## config.mk

```make
export PLATFORM = sky130hd
export DESIGN_NAME = stepper_half_step_positioner
export DESIGN_NICKNAME = d
export VERILOG_FILES = /design/src/hsp_pkg.sv /design/src/stepper_half_step_positioner.sv /design/src/hsp_step.sv
export SDC_FILE = /design/constraint.sdc
export NUM_CORES = 1
export LEC_CHECK = 0
export BUFFER_PORTS_ARGS = -buffer_cell sky130_fd_sc_hd__buf_2
export CELL_PAD_IN_SITES_DETAIL_PLACEMENT = 0
export CELL_PAD_IN_SITES_GLOBAL_PLACEMENT = 1
export CORE_AREA = 4 4 122 211
export CTS_CLUSTER_DIAMETER = 120
export DETAILED_ROUTE_END_ITERATION = 8
export DIE_AREA = 0 0 126 215
export PLACE_DENSITY = 0.89
export SLEW_MARGIN = 20
export SYNTH_ARGS = -nofsm -noshare
export SYNTH_HDL_FRONTEND = slang
export SYNTH_SLANG_ARGS = --single-unit
```

## constraint.sdc

```tcl
create_clock -name clk_i -period 14.3 [get_ports clk_i]
set_clock_uncertainty 0.05 [all_clocks]
set_input_delay 0 -clock clk_i [delete_from_list [all_inputs] [get_ports clk_i]]
set_output_delay 0 -clock clk_i [all_outputs]
set_load 0.01 [all_outputs]
```

## src/hsp_pkg.sv

```systemverilog
// types, constants and the coil table for the half-step positioner
package hsp_pkg;

  localparam int unsigned StepW   = 12;
  localparam int unsigned LapW    = 16;
  localparam int unsigned CountW  = 16;
  localparam int unsigned DelayW  = 16;
  localparam int unsigned PhaseW  = 3;
  localparam int unsigned CoilW   = 4;

  localparam logic [StepW-1:0]  LastStep   = StepW'(4095);
  localparam logic [CountW-1:0] ChunkSteps = CountW'(64);
  localparam logic [DelayW-1:0] MinDelay   = DelayW'(800);
  localparam logic [DelayW-1:0] ResetDelay = DelayW'(800);

  localparam logic [1:0] ReqTick = 2'd0;
  localparam logic [1:0] ReqTurn = 2'd1;
  localparam logic [1:0] ReqGoto = 2'd2;

  typedef enum logic [1:0] {
    MODE_IDLE = 2'd0,
    MODE_TURN = 2'd1,
    MODE_GOTO = 2'd2
  } mode_e;

  typedef struct packed {
    logic [PhaseW-1:0]      phase;
    logic [StepW-1:0]       pos_step;
    logic signed [LapW-1:0] pos_lap;
    logic [CoilW-1:0]       coil;
    logic [DelayW-1:0]      hold;
    logic [CountW-1:0]      remaining;
    logic                   dir;
    mode_e                  mode;
    logic signed [LapW-1:0] goal_lap;
    logic [StepW-1:0]       goal_step;
  } pos_state_t;

  // coils off, position zero, idle, clockwise
  localparam pos_state_t ResetState = '{
    phase:     '0,
    pos_step:  '0,
    pos_lap:   '0,
    coil:      '0,
    hold:      '0,
    remaining: '0,
    dir:       1'b1,
    mode:      MODE_IDLE,
    goal_lap:  '0,
    goal_step: '0
  };

  typedef struct packed {
    logic [1:0]             req;
    logic [CountW-1:0]      move_count;
    logic                   clockwise;
    logic signed [LapW-1:0] target_lap;
    logic [StepW-1:0]       target_step;
  } req_word_t;

  typedef struct packed {
    logic rejected;
    logic speed_err;
  } flags_t;

  function automatic logic [CoilW-1:0] coil_of(input logic [PhaseW-1:0] ph);
    logic [CoilW-1:0] c;
    case (ph)
      3'd0:    c = 4'd9;
      3'd1:    c = 4'd1;
      3'd2:    c = 4'd3;
      3'd3:    c = 4'd2;
      3'd4:    c = 4'd6;
      3'd5:    c = 4'd4;
      3'd6:    c = 4'd12;
      3'd7:    c = 4'd8;
      default: c = 4'd0;
    endcase
    return c;
  endfunction

endpackage

```

## src/stepper_half_step_positioner.sv

```systemverilog
// top level of the half-step stepper positioner
//
// input words arrive on the s_axis channel: tuser carries the request kind
// (tick of one microsecond, relative turn, go-to), tdata the command fields.
// every accepted word yields exactly one result word on m_axis giving the
// coil levels, the position (step in lap and signed lap), the moving flag,
// the rejected flag for a command dropped while busy, and the speed error.
// step_delay_i is written whenever step_delay_we_i is high at a clock edge,
// and should only change while the block is idle.
// the result of a word is registered into out_data_q as the word is accepted.
// throughput: one word per cycle unless m_axis stalls; the whole update of
// position, phase and hold count is one next-state logic pass into state_q.
// a single output register holds the result; s_axis_tready_o stays high while
// it is empty or being read, so a stalled receiver stalls the input after
// one word and no result is lost.
// reset: coils off, position zero, idle, direction clockwise, delay 800.
module stepper_half_step_positioner import hsp_pkg::*; (
  input  logic        clk_i,
  input  logic        rst_ni,
  input  logic        step_delay_we_i,
  input  logic [15:0] step_delay_i,
  input  logic        s_axis_tvalid_i,
  output logic        s_axis_tready_o,
  // move_count[15:0], clockwise[16], target_lap[32:17], target_step[44:33]
  input  logic [47:0] s_axis_tdata_i,
  // req_type[1:0]
  input  logic [1:0]  s_axis_tuser_i,
  output logic        m_axis_tvalid_o,
  input  logic        m_axis_tready_i,
  // coil_drive[3:0], step_in_lap[15:4], lap_count[31:16], moving[32],
  // command_rejected[33], speed_error[34]
  output logic [39:0] m_axis_tdata_o
);

  logic [DelayW-1:0] delay_q;
  pos_state_t        state_q, state_d;
  req_word_t         word;
  flags_t            flags;
  logic              out_valid_q;
  logic [39:0]       out_data_q, out_data_d;
  logic              accept;

  assign s_axis_tready_o = !out_valid_q || m_axis_tready_i;
  assign accept          = s_axis_tvalid_i && s_axis_tready_o;

  assign word.req         = s_axis_tuser_i;
  assign word.move_count  = s_axis_tdata_i[15:0];
  assign word.clockwise   = s_axis_tdata_i[16];
  assign word.target_lap  = s_axis_tdata_i[32:17];
  assign word.target_step = s_axis_tdata_i[44:33];

  hsp_step u_step (
    .cur_i   (state_q),
    .word_i  (word),
    .delay_i (delay_q),
    .nxt_o   (state_d),
    .flags_o (flags)
  );

  assign out_data_d = {5'd0, flags.speed_err, flags.rejected,
                       (state_d.mode != MODE_IDLE), state_d.pos_lap,
                       state_d.pos_step, state_d.coil};

  always_ff @(posedge clk_i or negedge rst_ni) begin
    if (!rst_ni) begin
      delay_q <= ResetDelay;
    end else if (step_delay_we_i) begin
      delay_q <= step_delay_i;
    end
  end

  always_ff @(posedge clk_i or negedge rst_ni) begin
    if (!rst_ni) begin
      state_q     <= ResetState;
      out_valid_q <= 1'b0;
    end else begin
      if (accept) begin
        state_q <= state_d;
      end
      if (accept) begin
        out_valid_q <= 1'b1;
      end else if (m_axis_tready_i) begin
        out_valid_q <= 1'b0;
      end
    end
  end

  always_ff @(posedge clk_i) begin
    if (accept) begin
      out_data_q <= out_data_d;
    end
  end

  assign m_axis_tvalid_o = out_valid_q;
  assign m_axis_tdata_o  = out_data_q;

endmodule

```

## src/hsp_step.sv

```systemverilog
// next-state logic for one word: tick, turn or go-to
module hsp_step import hsp_pkg::*; (
  input  pos_state_t        cur_i,
  input  req_word_t         word_i,
  input  logic [DelayW-1:0] delay_i,
  output pos_state_t        nxt_o,
  output flags_t            flags_o
);

  typedef struct packed {
    logic              go;
    logic [CountW-1:0] remaining;
    logic              dir;
  } plan_t;

  function automatic plan_t plan(input logic [StepW-1:0] ps, input logic signed [LapW-1:0] pl,
                                 input logic [StepW-1:0] gs, input logic signed [LapW-1:0] gl);
    plan_t p;
    p.go = 1'b1;
    p.remaining = '0;
    p.dir = 1'b1;
    if (pl == gl) begin
      if (ps == gs) begin
        p.go = 1'b0;
      end else if (ps > gs) begin
        p.remaining = CountW'(ps - gs);
        p.dir = 1'b0;
      end else begin
        p.remaining = CountW'(gs - ps);
        p.dir = 1'b1;
      end
    end else begin
      p.remaining = ChunkSteps;
      p.dir = (pl < gl);
    end
    return p;
  endfunction

  logic              speed_err;
  logic [StepW-1:0]  tstep;
  plan_t             cmd_plan;
  plan_t             end_plan;
  logic [DelayW-1:0] hold_inc;
  logic [PhaseW-1:0] adv_phase;
  logic [StepW-1:0]  adv_step;
  logic signed [LapW-1:0] adv_lap;
  logic [CountW-1:0] rem_dec;

  assign speed_err = delay_i < MinDelay;
  assign tstep     = (word_i.target_step > LastStep) ? LastStep : word_i.target_step;
  assign cmd_plan  = plan(cur_i.pos_step, cur_i.pos_lap, tstep, word_i.target_lap);
  assign hold_inc  = cur_i.hold + DelayW'(1);
  assign rem_dec   = cur_i.remaining - CountW'(1);

  always_comb begin
    if (cur_i.dir) begin
      adv_phase = cur_i.phase + PhaseW'(1);
      if (cur_i.pos_step >= LastStep) begin
        adv_step = '0;
        adv_lap  = cur_i.pos_lap + LapW'(1);
      end else begin
        adv_step = cur_i.pos_step + StepW'(1);
        adv_lap  = cur_i.pos_lap;
      end
    end else begin
      adv_phase = cur_i.phase - PhaseW'(1);
      if (cur_i.pos_step == '0) begin
        adv_step = LastStep;
        adv_lap  = cur_i.pos_lap - LapW'(1);
      end else begin
        adv_step = cur_i.pos_step - StepW'(1);
        adv_lap  = cur_i.pos_lap;
      end
    end
  end

  assign end_plan = plan(adv_step, adv_lap, cur_i.goal_step, cur_i.goal_lap);

  always_comb begin
    nxt_o = cur_i;
    flags_o.rejected  = 1'b0;
    flags_o.speed_err = speed_err;
    if (word_i.req == ReqTurn || word_i.req == ReqGoto) begin
      if (cur_i.mode != MODE_IDLE) begin
        flags_o.rejected = 1'b1;
      end else if (!speed_err) begin
        if (word_i.req == ReqTurn) begin
          if (word_i.move_count != '0) begin
            nxt_o.remaining = word_i.move_count;
            nxt_o.dir       = word_i.clockwise;
            nxt_o.mode      = MODE_TURN;
            nxt_o.coil      = coil_of(cur_i.phase);
            nxt_o.hold      = '0;
          end
        end else begin
          nxt_o.goal_lap  = word_i.target_lap;
          nxt_o.goal_step = tstep;
          if (cmd_plan.go) begin
            nxt_o.remaining = cmd_plan.remaining;
            nxt_o.dir       = cmd_plan.dir;
            nxt_o.mode      = MODE_GOTO;
            nxt_o.coil      = coil_of(cur_i.phase);
            nxt_o.hold      = '0;
          end
        end
      end
    end else if (word_i.req == ReqTick && cur_i.mode != MODE_IDLE && !speed_err) begin
      nxt_o.hold = hold_inc;
      if (hold_inc >= delay_i) begin
        nxt_o.phase     = adv_phase;
        nxt_o.pos_step  = adv_step;
        nxt_o.pos_lap   = adv_lap;
        nxt_o.remaining = rem_dec;
        if (rem_dec != '0) begin
          nxt_o.coil = coil_of(adv_phase);
          nxt_o.hold = '0;
        end else if (cur_i.mode == MODE_GOTO && end_plan.go) begin
          nxt_o.remaining = end_plan.remaining;
          nxt_o.dir       = end_plan.dir;
          nxt_o.coil      = coil_of(adv_phase);
          nxt_o.hold      = '0;
        end else begin
          nxt_o.mode = MODE_IDLE;
          nxt_o.hold = '0;
        end
      end
    end
  end

endmodule
```

==> flow_summary.toml <==
[run_status]
status = "complete, no violations"

[timing]
finalSetupViolations = 0
fin_ws_ps = 7390
finalSetupTns_ps = 0
maxSlewHeadroom_pct = 31.9
fmax_mhz = 145
maxSlewViolCount = 0
worst_slew_pin_slew_ps = 1020
fin_crit_ps = 6910
hold_slack_ps = 65.2
hold_viol_final = 0
fin_crit_sh_pct = 48.3
rsz0062_at_grt = "false"

[detailed_routing]
wl_per_cell_um = 19.5
antenna_left = 0
drc = 0
routed_wl_um = 37000
firstDrtPassIters = 5
vias_per_cell = 5.80
num_vias = 11000
drtIter0Drc = 630

[critical_path]
r2r_start = "state_q[88]"
critPathLaunchType = "flop"
critPathRequiredTime_ps = 14420
worstSetupPathType = "flop to flop"
cp_slowest_cell = "o211ai_1"
worstPathCellList = "or4_4 -> or4_4 -> or3_4 -> or4_4 -> or2_4 -> o41ai_4 -> and2_2 -> xor2_1 -> ha_1 -> nand4_1 -> nor2_1 -> nand3_1 -> o21a_1 -> o211ai_1 -> nor3_1 -> a211oi_1 -> a21oi_1"
timing.rr.end = "m_axis_tdata_o[0]"
worstPathMaxFanout = 14
r2r_slack_ps = 7390
rr_worst_depth = 17
arrival_ps = 7030
crit_top_cell = "or4_4"
cp_top_family = "simple AND/OR/NAND/NOR gates"
crit_buf_inv = 0
max_stage_delay_ps = 830
critPathCaptureType = "flop"

[clock_network]
cts_buffer_depth = 2
cts_tree = "yes"
cts_buffers = 17
clkSinkCount = 150
insertion_delay_ps = 460
cts.repair.resized = 0
h-tree-depth = 4
root_buffer = "clkbuf_16"
cts.reportedPaths.clkPinSlew_ps = 70

[floorplanning]
rows = 75
die_w_um = 126
die-area_um2 = 27100
start_util_pct = 49.4
fp.dieH_um = 215
io_pins = 113
fp.coreArea_um2 = 24000

[yosys]
ys_async_sr_fraction_pct = 76.7
ys_seq_area_share_pct = 33.2
syn_area_per_cell_um2 = 8.37
ys_warn_count = 0
syn-cell-area_um2 = 11900
ys.flop_type = "dfrtp_1"
synth-edff-count = 35
synth.distinct_cells = 81
synthTopCellsByArea = "dfrtp_1 (23%), ha_1 (12%), edfxtp_1 (8.9%)"
synth_top_area_share_pct = 23.4
syn_inst = 1418
synth_seq_cells = 150
synth.largest_area_cell = "dfrtp_1"

[run]
max_cap_viol_count = 0

[global_routing]
first_global_vias = 11200
grt_max_degree = 66
grt_usage_pct = 27.3
grt_first_pass_wirelength_um = 58600
antenna_found_initial = 0
grt.overflow.total = 0

[finish]
area_growth_pct = 19.4
n_fill_cell = 2200
antenna_cells = 0
fin_nets = 1766
drive_above_1_share_pct = 11.5
fin_area_um2 = 14200

[hold_path]
hold_start = "step_delay_we_i"
min_path_cells = 2
min_to = "delay_q[9]"
min_path_type = "input pin to flop"

[pwr]
total_power_mw = 1.79
power_leakage_nw = 6.47
power.density_nw_per_um2 = 126
irDropWorstVdd_uv = 76.9

[placement]
dpl_cell_area_um2 = 12600
port_buffers = 104
place.detailed.hpwl_um = 27900
gp_congestion = 0.950
pre_cts_slack_ps = 7430
[per-layer routing]
metal | up-vias | GRT usage [%] | part of all wire [%]
li1 | 5314 | - | -
met1 | 5257 | 27.0 | 35
met2 | 322 | 49.9 | 53
met3 | 125 | 3.90 | 3.6
met4 | 0 | 21.4 | 8.8
met5 | - | 0 | 0
[logic make-up (layout without fill, tap and decap cells)]
family | after synthesis | count (layout) | share of synthesized area [%]
compound gates | 378 | 378 | 20.4
fa+ha+maj | 115 | 115 | 12.4
other cells | 1 | 5 | 0.0316
buf+inv | 187 | 358 | 6.17
mux | 19 | 19 | 1.67
xor+xnor | 102 | 102 | 7.53
simple gates | 466 | 466 | 18.6
flops | 150 | 150 | 33.2
[registers in the layout, indices dropped and copies added (netlist names)]
signal / cells
state_q: 98
delay_q: 16
m_axis_tdata_o: 35
m_axis_tvalid_o: 1
[placed cells by master (no fill, tap or decap), types with 6 or more instances in the layout]
cell and n:
and3_1 17, mux2_2 6, a22o_1 11, a21o_1 15, buf_2 103, nor3_1 28
a21oi_1 79, dfrtp_1 111, nor2b_1 17, o211ai_1 10, nor2_1 91, buf_4 15
nand4_1 16, a31oi_1 10, nor4_1 12, and2_1 6, a22oi_1 6, o21ai_0 136
clkbuf_16 20, nand2b_1 13, a32oi_1 6, or4_1 9, xnor2_1 71, o31ai_1 11
mux2i_1 13, dlygate4sd3_1 91, xor2_1 31, nand3_1 34, edfxtp_1 35, or3_1 9
a211oi_1 11, ha_1 110, a221oi_1 12, inv_1 115, nand2_1 184, o21a_1 14
[synthesized netlist by cell type (all sizes together) (5+ instances only)]
library cell  number
edfxtp            35
a22o              11
nand4             16
xnor2             71
a21boi             5
a21oi             79
a211o              5
a21o              15
and4               5
or4               12
o21bai             5
buf               13
mux2i             13
a22oi              6
o21ai            138
and3              17
a221oi            12
mux2               6
nor2b             17
dfrtp            111
nor2              93
nor3              29
inv              116
a211oi            11
o21a              14
and2               7
nand3             34
o31ai             11
a32oi              6
fa                 5
nor4              13
clkbuf            57
nand2            184
ha               110
o211ai            10
xor2              31
a31oi             10
or2                6
or3               10
nand2b            13
[cell type report]
type | count | area (um^2) | share of cell area (%)
Sequential cell | 150 | 3930 | 27.8
Tap cell | 308 | 385 | 2.72
Clock inverter | 10 | 103 | 0.725
Multi-Input combinational cell | 1085 | 7230 | 51.1
Inverter | 117 | 439 | 3.10
Timing Repair Buffer | 209 | 1540 | 10.9
Clock buffer | 22 | 528 | 3.73
[report_power, final]
| part | internal, mW | switching [mW] |
|---|---|---|
| registers | 0.517 | 0.0728 |
| logic | 0.302 | 0.419 |
| clock network | 0.283 | 0.198 |
| total | 1.10 | 0.690 |
[metrics by stage]
stage | util, % | cells
2_1_floorplan | - | 1422
3_3_place_gp | 52.5 | 1778
3_5_place_dp | 52.5 | 1778
4_1_cts | 58.9 | 1901
5_1_grt | 58.9 | 1901
6_report | 58.9 | 1901
[worst reg2reg max path, stage by stage, from the launching register on]
cell and delay, ps:
dfrtp_1 490, or4_4 600, or4_4 470, or3_4 400
or4_4 430, or2_4 290, o41ai_4 560, and2_2 280
xor2_1 70, ha_1 330, nand4_1 180, nor2_1 270
nand3_1 420, o21a_1 390, o211ai_1 840, nor3_1 180
a211oi_1 300, a21oi_1 80
[repair_timing]
action	CTS	global route
hold buffers	91	0
hold endpoints to repair	112	0
buffers inserted	0	0
[worst max-delay path by stage]
stage | start | to | slack [ps] | cells past startpoint
global placement | state_q[88] | m_axis_tdata_o[2] | 7600 | 17
floorplan | state_q[88] | m_axis_tdata_o[1] | 8940 | 19
finish | state_q[88] | m_axis_tdata_o[0] | 7390 | 17
detailed placement | state_q[88] | m_axis_tdata_o[0] | 7430 | 17
CTS | state_q[88] | m_axis_tdata_o[0] | 7420 | 17
global route | state_q[88] | m_axis_tdata_o[0] | 7090 | 17
No activity file was read; power rests on OpenSTA's default activity.
